**src/sv/rise_time_measurement_unit_defines.svh**
```systemverilog
// ----------------------------------------------------------------------------
// Rise time measurement unit: assertion macros
// Shared concurrent assertion forms, clocked on clk, held off during reset.
// ----------------------------------------------------------------------------
`ifndef RISE_TIME_MEASUREMENT_UNIT_DEFINES_SVH
`define RISE_TIME_MEASUREMENT_UNIT_DEFINES_SVH

// same-cycle implication
`define RTMU_ASSERT_NOW(name, ante, cons, msg) \
	name: assert property (@(posedge clk) disable iff (!arst_n) (ante) |-> (cons)) \
		else $error(msg);

// next-cycle implication
`define RTMU_ASSERT_NEXT(name, ante, cons, msg) \
	name: assert property (@(posedge clk) disable iff (!arst_n) (ante) |=> (cons)) \
		else $error(msg);

`endif

```
**src/sv/rtmu_pkg.sv**
```systemverilog
`timescale 1ns / 1ps
// ----------------------------------------------------------------------------
// Rise time measurement unit package
// Widths, register codes, control/status structs and saturation helper.
// ----------------------------------------------------------------------------
package rtmu_pkg;

	localparam int SAMPLE_W   = 16;
	localparam int TIME_W     = 48;
	localparam int FRAC_W     = 16;
	localparam int PERIOD_W   = 32;
	localparam int COUNT_W    = 32;
	localparam int ACC_W      = 64;
	localparam int RES_W      = 48;
	localparam int IN_DATA_W  = SAMPLE_W + TIME_W;
	localparam int OUT_DATA_W = 4 * RES_W + COUNT_W;
	localparam int OUT_USER_W = 2;
	localparam int CFG_IDX_W  = 2;
	localparam int CFG_DATA_W = 32;
	localparam int STEP_W     = 7;

	localparam logic [STEP_W-1:0] DIV_SHORT_STEPS = STEP_W'(32);
	localparam logic [STEP_W-1:0] DIV_LONG_STEPS  = STEP_W'(64);

	localparam logic signed [SAMPLE_W-1:0] START_LEVEL_RST = -16'sd19661;
	localparam logic signed [SAMPLE_W-1:0] END_LEVEL_RST   = 16'sd19661;
	localparam logic [PERIOD_W-1:0]        PERIOD_RST      = 32'd1000000;

	localparam logic [ACC_W-1:0] ACC_MAX = {1'b0, {(ACC_W-1){1'b1}}};
	localparam logic [ACC_W-1:0] ACC_MIN = {1'b1, {(ACC_W-1){1'b0}}};
	localparam logic [RES_W-1:0] RES_MAX = {1'b0, {(RES_W-1){1'b1}}};
	localparam logic [RES_W-1:0] RES_MIN = {1'b1, {(RES_W-1){1'b0}}};

	typedef enum logic [CFG_IDX_W-1:0] {
		REG_START_LEVEL   = 2'd0,
		REG_END_LEVEL     = 2'd1,
		REG_SAMPLE_PERIOD = 2'd2
	} cfg_reg_t;

	localparam logic KIND_MEAS    = 1'b0;
	localparam logic KIND_SUMMARY = 1'b1;

	typedef struct packed {
		logic latch_in;
		logic div_start;
		logic div_long;
		logic mul_load;
		logic xt_load;
		logic set_start;
		logic rise_load;
		logic emit_meas;
		logic post;
		logic avg_load;
		logic emit_sum;
	} rtmu_cmd_t;

	typedef struct packed {
		logic crossing;
		logic phase;
		logic eor;
		logic count_zero;
		logic div_busy;
		logic out_free;
	} rtmu_stat_t;

	// signed 64 -> signed 48 with clamping
	function automatic logic [RES_W-1:0] sat_res(input logic [ACC_W-1:0] v);
		logic fits;
		fits = (v[ACC_W-1:RES_W-1] == {(ACC_W-RES_W+1){1'b0}})
			|| (v[ACC_W-1:RES_W-1] == {(ACC_W-RES_W+1){1'b1}});
		if (fits)
			return v[RES_W-1:0];
		else if (v[ACC_W-1])
			return RES_MIN;
		else
			return RES_MAX;
	endfunction

endpackage

```
**src/sv/rtmu_ctrl.sv**
```systemverilog
`timescale 1ns / 1ps
// ----------------------------------------------------------------------------
// Rise time measurement unit controller
// Sequences one request through detect, divide, scale, emit and summary.
// ----------------------------------------------------------------------------
module rtmu_ctrl import rtmu_pkg::*; (
	input  logic       clk,
	input  logic       arst_n,
	input  logic       in_valid,
	output logic       in_ready,
	input  rtmu_stat_t stat,
	output rtmu_cmd_t  cmd
);

	typedef enum logic [3:0] {
		ST_IDLE,
		ST_CHECK,
		ST_DIV_WAIT,
		ST_MUL,
		ST_XT,
		ST_RISE,
		ST_EMIT,
		ST_POST,
		ST_AVG_WAIT,
		ST_AVG,
		ST_SUM
	} state_t;

	state_t state_q;
	state_t state_d;

	assign in_ready = (state_q == ST_IDLE);

	always_comb begin
		cmd     = '0;
		state_d = state_q;
		case (state_q)
			ST_IDLE: begin
				if (in_valid) begin
					cmd.latch_in = 1'b1;
					state_d      = ST_CHECK;
				end
			end
			ST_CHECK: begin
				if (stat.crossing) begin
					cmd.div_start = 1'b1;
					state_d       = ST_DIV_WAIT;
				end else begin
					state_d = ST_POST;
				end
			end
			ST_DIV_WAIT: begin
				if (!stat.div_busy) state_d = ST_MUL;
			end
			ST_MUL: begin
				cmd.mul_load = 1'b1;
				state_d      = ST_XT;
			end
			ST_XT: begin
				cmd.xt_load = 1'b1;
				state_d     = ST_RISE;
			end
			ST_RISE: begin
				if (stat.phase) begin
					cmd.rise_load = 1'b1;
					state_d       = ST_EMIT;
				end else begin
					cmd.set_start = 1'b1;
					state_d       = ST_POST;
				end
			end
			ST_EMIT: begin
				if (stat.out_free) begin
					cmd.emit_meas = 1'b1;
					state_d       = ST_POST;
				end
			end
			ST_POST: begin
				cmd.post = 1'b1;
				if (!stat.eor) begin
					state_d = ST_IDLE;
				end else if (stat.count_zero) begin
					state_d = ST_SUM;
				end else begin
					cmd.div_start = 1'b1;
					cmd.div_long  = 1'b1;
					state_d       = ST_AVG_WAIT;
				end
			end
			ST_AVG_WAIT: begin
				if (!stat.div_busy) state_d = ST_AVG;
			end
			ST_AVG: begin
				cmd.avg_load = 1'b1;
				state_d      = ST_SUM;
			end
			ST_SUM: begin
				if (stat.out_free) begin
					cmd.emit_sum = 1'b1;
					state_d      = ST_IDLE;
				end
			end
			default: state_d = ST_IDLE;
		endcase
	end

	always_ff @(posedge clk or negedge arst_n) begin
		if (!arst_n) state_q <= ST_IDLE;
		else         state_q <= state_d;
	end

endmodule

```
**src/sv/rtmu_dpath.sv**
```systemverilog
`timescale 1ns / 1ps
// ----------------------------------------------------------------------------
// Rise time measurement unit datapath
// Config, edge state, shared radix-2 divider, scaler, accumulator, output reg.
// ----------------------------------------------------------------------------
module rtmu_dpath import rtmu_pkg::*; (
	input  logic                  clk,
	input  logic                  arst_n,
	input  logic                  cfg_we,
	input  logic [CFG_IDX_W-1:0]  cfg_index,
	input  logic [CFG_DATA_W-1:0] cfg_data,
	input  logic [IN_DATA_W-1:0]  in_data,
	input  logic                  in_last,
	input  logic                  out_ready,
	input  rtmu_cmd_t             cmd,
	output rtmu_stat_t            stat,
	output logic                  out_valid,
	output logic [OUT_DATA_W-1:0] out_data,
	output logic [OUT_USER_W-1:0] out_user,
	output logic                  out_last
);

	// config
	logic signed [SAMPLE_W-1:0] start_level_q, end_level_q;
	logic [PERIOD_W-1:0]        period_q;

	// latched request
	logic signed [SAMPLE_W-1:0] cur_q;
	logic [TIME_W-1:0]          tnow_q;
	logic                       eor_q;

	// measurement state
	logic                       phase_q;
	logic signed [SAMPLE_W-1:0] prev_q;
	logic                       prev_valid_q;
	logic [ACC_W-1:0]           edge_start_q;
	logic [TIME_W-1:0]          prev_end_q;
	logic [ACC_W-1:0]           sum_q;
	logic [COUNT_W-1:0]         count_q;

	// divider
	logic [ACC_W-1:0]    dvd_q;
	logic [COUNT_W-1:0]  rem_q, dsr_q;
	logic [STEP_W-1:0]   steps_q;
	logic                div_busy_q;

	logic [FRAC_W+PERIOD_W-1:0] prod_q;
	logic [ACC_W-1:0]           xt_q;
	logic [RES_W-1:0]           rise_q, avg_q;

	logic signed [SAMPLE_W-1:0] level;
	logic signed [SAMPLE_W:0]   num_w, den_w;
	logic [COUNT_W:0]           rem_sh;
	logic                       ge;
	logic [ACC_W-1:0]           sum_abs, avg_s, rise_ext, sum_add;
	logic                       sum_ovf;

	assign level = phase_q ? end_level_q : start_level_q;
	assign num_w = {level[SAMPLE_W-1], level} - {prev_q[SAMPLE_W-1], prev_q};
	assign den_w = {cur_q[SAMPLE_W-1], cur_q} - {prev_q[SAMPLE_W-1], prev_q};

	assign stat.crossing   = prev_valid_q && (cur_q > level) && (prev_q <= level);
	assign stat.phase      = phase_q;
	assign stat.eor        = eor_q;
	assign stat.count_zero = (count_q == '0);
	assign stat.div_busy   = div_busy_q;
	assign stat.out_free   = !out_valid || out_ready;

	// restoring division step
	assign rem_sh = {rem_q, dvd_q[ACC_W-1]};
	assign ge     = rem_sh >= {1'b0, dsr_q};

	assign sum_abs  = sum_q[ACC_W-1] ? (~sum_q + ACC_W'(1)) : sum_q;
	assign avg_s    = sum_q[ACC_W-1] ? (~dvd_q + ACC_W'(1)) : dvd_q;
	assign rise_ext = {{(ACC_W-RES_W){rise_q[RES_W-1]}}, rise_q};
	assign sum_add  = sum_q + rise_ext;
	assign sum_ovf  = (sum_q[ACC_W-1] == rise_ext[ACC_W-1])
		&& (sum_add[ACC_W-1] != sum_q[ACC_W-1]);

	always_ff @(posedge clk or negedge arst_n) begin
		if (!arst_n) begin
			start_level_q <= START_LEVEL_RST;
			end_level_q   <= END_LEVEL_RST;
			period_q      <= PERIOD_RST;
		end else if (cfg_we) begin
			case (cfg_index)
				REG_START_LEVEL:   start_level_q <= cfg_data[SAMPLE_W-1:0];
				REG_END_LEVEL:     end_level_q   <= cfg_data[SAMPLE_W-1:0];
				REG_SAMPLE_PERIOD: period_q      <= cfg_data[PERIOD_W-1:0];
				default: ;
			endcase
		end
	end

	// payload registers
	always_ff @(posedge clk) begin
		if (cmd.latch_in) begin
			cur_q  <= in_data[SAMPLE_W-1:0];
			tnow_q <= in_data[IN_DATA_W-1:SAMPLE_W];
			eor_q  <= in_last;
		end
		if (cmd.mul_load)
			prod_q <= dvd_q[FRAC_W-1:0] * period_q;
		if (cmd.xt_load)
			xt_q <= {{(ACC_W-TIME_W){1'b0}}, tnow_q} - {{(ACC_W-PERIOD_W){1'b0}}, period_q}
				+ {{(ACC_W-PERIOD_W){1'b0}}, prod_q[FRAC_W+PERIOD_W-1:FRAC_W]};
		if (cmd.rise_load)
			rise_q <= sat_res(xt_q - edge_start_q);
		if (cmd.avg_load)
			avg_q <= sat_res(avg_s);
		if (cmd.div_start) begin
			rem_q <= '0;
			if (cmd.div_long) begin
				dvd_q <= sum_abs;
				dsr_q <= count_q;
			end else begin
				dvd_q <= {num_w[SAMPLE_W-1:0], {(ACC_W-SAMPLE_W){1'b0}}};
				dsr_q <= {{(COUNT_W-SAMPLE_W){1'b0}}, den_w[SAMPLE_W-1:0]};
			end
		end else if (div_busy_q) begin
			rem_q <= ge ? COUNT_W'(rem_sh - {1'b0, dsr_q}) : rem_sh[COUNT_W-1:0];
			dvd_q <= {dvd_q[ACC_W-2:0], ge};
		end
	end

	always_ff @(posedge clk or negedge arst_n) begin
		if (!arst_n) begin
			div_busy_q <= 1'b0;
			steps_q    <= '0;
		end else if (cmd.div_start) begin
			div_busy_q <= 1'b1;
			steps_q    <= cmd.div_long ? DIV_LONG_STEPS : DIV_SHORT_STEPS;
		end else if (div_busy_q) begin
			div_busy_q <= (steps_q != STEP_W'(1));
			steps_q    <= steps_q - STEP_W'(1);
		end
	end

	always_ff @(posedge clk or negedge arst_n) begin
		if (!arst_n) begin
			phase_q      <= 1'b0;
			prev_q       <= '0;
			prev_valid_q <= 1'b0;
			edge_start_q <= '0;
			prev_end_q   <= '0;
			sum_q        <= '0;
			count_q      <= '0;
		end else begin
			if (cmd.set_start) begin
				edge_start_q <= xt_q;
				phase_q      <= 1'b1;
			end
			if (cmd.emit_meas) begin
				prev_end_q <= tnow_q;
				phase_q    <= 1'b0;
				sum_q      <= sum_ovf ? (sum_q[ACC_W-1] ? ACC_MIN : ACC_MAX) : sum_add;
				if (count_q != '1) count_q <= count_q + COUNT_W'(1);
			end
			if (cmd.post) begin
				prev_q       <= cur_q;
				prev_valid_q <= 1'b1;
			end
			if (cmd.emit_sum) begin
				phase_q      <= 1'b0;
				prev_q       <= '0;
				prev_valid_q <= 1'b0;
				edge_start_q <= '0;
				prev_end_q   <= '0;
				sum_q        <= '0;
				count_q      <= '0;
			end
		end
	end

	// output register
	always_ff @(posedge clk or negedge arst_n) begin
		if (!arst_n) out_valid <= 1'b0;
		else if (cmd.emit_meas || cmd.emit_sum) out_valid <= 1'b1;
		else if (out_ready) out_valid <= 1'b0;
	end

	always_ff @(posedge clk) begin
		if (cmd.emit_meas) begin
			out_data <= {{COUNT_W{1'b0}}, {RES_W{1'b0}}, TIME_W'(tnow_q - prev_end_q),
				prev_end_q, rise_q};
			out_user <= {1'b0, KIND_MEAS};
			out_last <= !eor_q;
		end else if (cmd.emit_sum) begin
			out_data <= {stat.count_zero ? {COUNT_W{1'b0}} : count_q,
				stat.count_zero ? {RES_W{1'b0}} : avg_q,
				{TIME_W{1'b0}}, {TIME_W{1'b0}}, {RES_W{1'b0}}};
			out_user <= {stat.count_zero, KIND_SUMMARY};
			out_last <= 1'b1;
		end
	end

endmodule

```
**src/sv/rise_time_measurement_unit.sv**
```systemverilog
`timescale 1ns / 1ps
// ----------------------------------------------------------------------------
// Rise time measurement unit
// Measures start-to-end level crossing times on a timestamped sample stream.
// ----------------------------------------------------------------------------
// Usage:
//  - s_* carries one sample request: s_tdata = {sample_time, sample_value},
//    s_tlast marks the last sample of a record.
//  - m_* carries results: a rise measurement (m_tuser[0] = 0) when the end
//    level is crossed, and a record summary (m_tuser[0] = 1) after s_tlast.
//    m_tlast is set on the last result caused by one request.
//  - cfg_we/cfg_index/cfg_data write start level, end level, sample period;
//    write only while the unit is idle.
// Sequencing: one request at a time. A start crossing runs a 32-step fraction
//  division, a multiply and two adds; an end crossing runs the same and then
//  waits until the output is free. A record end with edges adds a 64-step
//  average division, done by the same bit-serial divider.
// Reset: config returns to its defaults, all edge and record state clears.
// Stall: a result waits in the output register; the next request is still
//  taken, and the unit holds only when it must load a new result.
// ----------------------------------------------------------------------------
`include "rise_time_measurement_unit_defines.svh"

module rise_time_measurement_unit import rtmu_pkg::*; (
	input  logic                  clk,
	input  logic                  arst_n,
	// config write port
	input  logic                  cfg_we,
	input  logic [CFG_IDX_W-1:0]  cfg_index,
	input  logic [CFG_DATA_W-1:0] cfg_data,
	// sample stream
	input  logic                  s_tvalid,
	output logic                  s_tready,
	input  logic [IN_DATA_W-1:0]  s_tdata,  // sample_value, sample_time
	input  logic                  s_tlast,  // end_of_record
	// result stream
	output logic                  m_tvalid,
	input  logic                  m_tready,
	// rise_time, interval_start, interval_length, average_rise, edge_count
	output logic [OUT_DATA_W-1:0] m_tdata,
	output logic [OUT_USER_W-1:0] m_tuser,  // result_kind, no_edges
	output logic                  m_tlast   // last_of_run
);

	rtmu_cmd_t  cmd;
	rtmu_stat_t stat;

	// sequencer
	rtmu_ctrl u_ctrl (
		.clk      (clk),
		.arst_n   (arst_n),
		.in_valid (s_tvalid),
		.in_ready (s_tready),
		.stat     (stat),
		.cmd      (cmd)
	);

	// arithmetic and state
	rtmu_dpath u_dpath (
		.clk       (clk),
		.arst_n    (arst_n),
		.cfg_we    (cfg_we),
		.cfg_index (cfg_index),
		.cfg_data  (cfg_data),
		.in_data   (s_tdata),
		.in_last   (s_tlast),
		.out_ready (m_tready),
		.cmd       (cmd),
		.stat      (stat),
		.out_valid (m_tvalid),
		.out_data  (m_tdata),
		.out_user  (m_tuser),
		.out_last  (m_tlast)
	);

	`RTMU_ASSERT_NEXT(a_one_in_flight, s_tvalid && s_tready, !s_tready, "request overlap")
	`RTMU_ASSERT_NOW(a_no_overwrite, cmd.emit_meas || cmd.emit_sum, !m_tvalid || m_tready, "result overwritten")
	`RTMU_ASSERT_NOW(a_summary_last, m_tvalid && m_tuser[0], m_tlast, "summary without last")
	`RTMU_ASSERT_NOW(a_empty_count, m_tvalid && m_tuser[1], m_tdata[OUT_DATA_W-1:4*RES_W] == '0, "empty record count")

endmodule

```
**config.mk**
```make
export PLATFORM = sky130hd
export DESIGN_NAME = rise_time_measurement_unit
export DESIGN_NICKNAME = d
export VERILOG_FILES = /design/src/sv/rtmu_pkg.sv /design/src/sv/rtmu_ctrl.sv /design/src/sv/rtmu_dpath.sv /design/src/sv/rise_time_measurement_unit.sv
export VERILOG_INCLUDE_DIRS = /design/src /design/src/sv
export SDC_FILE = /design/constraint.sdc
export NUM_CORES = 2
export LEC_CHECK = 0
export BUFFER_PORTS_ARGS = -buffer_cell sky130_fd_sc_hd__clkbuf_2
export CORE_UTILIZATION = 30
export CTS_BUF_LIST = sky130_fd_sc_hd__clkbuf_4 sky130_fd_sc_hd__clkbuf_8 sky130_fd_sc_hd__clkbuf_16
export DETAILED_ROUTE_END_ITERATION = 16
export SLEW_MARGIN = 20
export SYNTH_ARGS = -nofsm -noshare
export SYNTH_HDL_FRONTEND = slang
export SYNTH_SLANG_ARGS = --single-unit
```
**constraint.sdc**
```tcl
create_clock -name clk -period 10.3 [get_ports clk]
set_clock_uncertainty 0.1 [all_clocks]
set_input_delay 0.515 -clock clk [delete_from_list [all_inputs] [get_ports clk]]
set_output_delay 0.515 -clock clk [all_outputs]
set_load 0.05 [all_outputs]
```
==> flow_metrics.py <==
metrics = {
    "worst_setup_path": {
        "critical_path_arrival_ns": 8.73,
        "r2r-end": "u_dpath.prod_q[44]$_DFFE_PP_",
        "cp_max_fo": 21,
        "crit_required_ns": 10.70,
        "slowest_delay_ns": 0.93,
        "end_kind": "register",
        "setup.worst_path.class": "register to register",
        "rr_worst_depth": 26,
        "crit_top_cell": "fa_1",
        "crit_path_top_delay_cell": "edfxtp_1",
        "rrSetupSlack_ns": 1.96,
        "start_kind": "register",
        "r2r_start": "u_dpath.dvd_q[1]$_DFFE_PP_",
    },
    "floorplan": {
        "start_util": 0.302,
        "die_w_um": 483,
        "die-area_um2": 234000,
        "die_y_um": 483,
        "core_area_um2": 230000,
        "pin_count": 333,
        "row_count": 176,
    },
    "timing": {
        "finalSetupViolations": 0,
        "relSlewSlack": 0.301,
        "timing.final.crit_share": 0.809,
        "fmax_ghz": 0.120,
        "tightest_slew_ns": 1.05,
        "slew_viol_final": 0,
        "rsz0062_at_grt": "false",
        "fin_ws_ns": 1.96,
        "final-hold-violation-count": 0,
        "period_needed_ns": 8.34,
        "finalSetupTns_ns": 0,
    },
    "grt": {
        "gr-total-overflow": 0,
        "grt_pass1_wl_um": 325000,
        "grt_pass1_vias": 53800,
        "grt_max_degree": 108,
        "grt.total_usage": 0.179,
        "antenna_found_initial": 12,
    },
    "min_path": {
        "hp-class": "input pin to register",
        "hold_depth": 2,
        "holdCritStartpoint": "s_tvalid",
        "holdPathEnd": "u_dpath.cur_q[5]$_DFFE_PP_",
    },
    "yosys": {
        "synth_edf_count": 498,
        "yosysTopAreaCell": "edfxtp_1",
        "ys_async_sr_fraction": 0.331,
        "ys_seq_elements": 915,
        "avgSynthCellArea_um2": 9.48,
        "netlist.area_leader.share": 0.215,
        "ys_top_cells_by_area": "edfxtp_1, fa_1, dfrtp_1",
        "yosysWarnings": 0,
        "yosysUniqueCellTypes": 87,
        "netlist_area_um2": 69500,
        "postSynthCellCount": 7338,
        "synth_nets": 8306,
        "ys.flop_type": "edfxtp_1",
        "seq_area_frac_synth": 0.357,
    },
    "placement": {
        "dp_hpwl_um": 164000,
        "post-place-ws_ns": 2.02,
        "gp_congestion": 0.919,
        "dp_cells": 10400,
        "portBuffers": 332,
    },
    "routing": {
        "drtIter0Drc": 4199,
        "wl_per_cell_um": 20.0,
        "drt_first_pass_iters": 6,
        "wl_um": 214000,
        "drtAntennaViolNets": 0,
        "vias_per_cell": 5.11,
        "post-route-drc-count": 0,
        "dr_total_vias": 54700,
    },
    "clock_network": {
        "cts_made_buffers": 104,
        "insertion_delay_ns": 0.76,
        "cts_sinks": 915,
        "htree_levels": 3,
        "cts.clk_slew.worst_paths_ns": 0.06,
        "cts_buffer_depth": 3,
        "cts_tree": "yes",
        "post-cts-setup-buffers": 0,
        "clock-root-buffer": "clkbuf_16",
    },
    "job": {
        "max_cap_violations": 0,
    },
    "layout": {
        "drive_gt1_frac": 0.0998,
        "syn_to_final_growth_pct": 13.7,
        "final_cell_count_no_fill": 10700,
        "fin_nets": 8541,
    },
    "status": {
        "outcome": "finished, final reports clean",
    },
}
sequential cells by signal, indices dropped and copies added, names as in the netlist, 2 cells and up:
signal,cells
u_dpath.sum_q,64
u_dpath.dvd_q,64
u_dpath.end_level_q,16
u_dpath.tnow_q,48
u_dpath.steps_q,7
u_dpath.cur_q,16
u_dpath.rise_q,48
u_dpath.xt_q,64
u_ctrl.state_q,4
u_dpath.edge_start_q,64
u_dpath.out_data,224
u_dpath.start_level_q,16
u_dpath.avg_q,48
u_dpath.prev_q,16
u_dpath.out_user,2
u_dpath.rem_q,32
u_dpath.period_q,32
u_dpath.dsr_q,32
u_dpath.prod_q,32
u_dpath.count_q,32
u_dpath.prev_end_q,48
Yosys cell counts, types with 225 or more instances:
cell type,instances
nand2_1,848
a21oi_1,418
ha_1,439
xnor2_1,225
edfxtp_1,498
o21ai_0,374
clkbuf_1,334
fa_1,425
inv_1,762
and2_1,287
nor2_1,453
xor2_1,226
dfrtp_1,279
through the flow:
stage                util  area (um^2)  hold slack, ns
floorplan               -        69500           0.119
global placement    0.323        74300           0.342
detailed placement  0.323        74300           0.340
CTS                 0.343        79000           0.180
global route        0.344        79100           0.218
finish              0.344        79100           0.234
metal layers:
metal | routed length, um | global-route usage | vias up
met5 | 0 | 0 | -
met4 | 8710 | 0.0674 | 0
met3 | 10000 | 0.0217 | 305
met2 | 99700 | 0.291 | 1444
met1 | 95500 | 0.241 | 27100
li1 | - | - | 25800
worst max-delay path: cells and delay by family (launching register included):
kind	cells	cell delay [ns]
AO/OA/AOI/OAI	7	1.90
adder cells (fa/ha/maj)	7	3.00
AND/OR/NAND/NOR	5	1.23
flip-flops	1	0.93
buffers and inverters	6	0.79
XOR/XNOR	1	0.13
logic make-up (layout without fill, tap and decap cells):
| logic type | count (synthesis) | in the layout | share of synthesized area |
|---|---|---|---|
| XOR/XNOR | 451 | 451 | 0.0568 |
| buffers and inverters | 1133 | 1460 | 0.0617 |
| flip-flops | 915 | 915 | 0.357 |
| other | 0 | 8 | 0 |
| multiplexers | 101 | 101 | 0.0157 |
| AND/OR/NAND/NOR | 2198 | 2198 | 0.151 |
| AO/OA/AOI/OAI | 1676 | 1676 | 0.156 |
| adder cells (fa/ha/maj) | 864 | 864 | 0.201 |
cell type report:
| class | instances | area (um^2) |
|---|---|---|
| fillers | 23300 | 151000 |
| multi-input cells | 5290 | 40600 |
| flip-flops and latches | 915 | 24900 |
| well taps | 3026 | 3790 |
| repair buffers | 497 | 3210 |
| clock buffers | 147 | 3160 |
| inverters | 765 | 2880 |
| clock inverters | 51 | 568 |
| diodes | 8 | 20.0 |
worst max path at each step:
stage	startpoint	slack (ns)	cells past startpoint	endpoint
3_5_place_dp	u_dpath.dvd_q[1]$_DFFE_PP_	2.02	26	u_dpath.prod_q[44]$_DFFE_PP_
4_1_cts	u_dpath.dvd_q[1]$_DFFE_PP_	2.01	26	u_dpath.prod_q[44]$_DFFE_PP_
3_3_place_gp	u_dpath.dvd_q[1]$_DFFE_PP_	2.17	25	u_dpath.prod_q[44]$_DFFE_PP_
5_1_grt	u_dpath.dvd_q[1]$_DFFE_PP_	1.52	26	u_dpath.prod_q[44]$_DFFE_PP_
2_1_floorplan	u_dpath.period_q[14]$_DFFE_PN1P_	3.17	25	u_dpath.prod_q[45]$_DFFE_PP_
6_report	u_dpath.dvd_q[1]$_DFFE_PP_	1.96	26	u_dpath.prod_q[44]$_DFFE_PP_
layout by cell type (no fill, tap or decap), types with 39 or more instances in the layout:
cell and count:
a211oi_1 64, a21o_1 157, a21oi_1 418, a22o_1 149, a31oi_1 42, and2_1 286, and3_1 47, buf_4 63
clkbuf_16 113, clkbuf_2 331, dfrtp_1 277, dfxtp_1 114, dlygate4sd3_1 98, edfxtp_1 498, fa_1 425, ha_1 439
inv_1 760, mux2_2 66, nand2_1 848, nand2b_1 52, nand3_1 80, nand4_1 94, nor2_1 446, nor2b_1 44
nor3_1 85, nor4_1 39, o21a_1 53, o21ai_0 374, o21bai_1 55, o22ai_1 54, o31ai_1 57, or3_1 40
xnor2_1 225, xor2_1 226
repair_timing:
action                                 in CTS  in global routing
endpoints found under the hold margin     179                  0
hold buffers                               98                  0
resized for setup                           0                  0
Power is not shown: default switching activity piles up to over one toggle a cycle in this logic, so the estimate is an artifact.
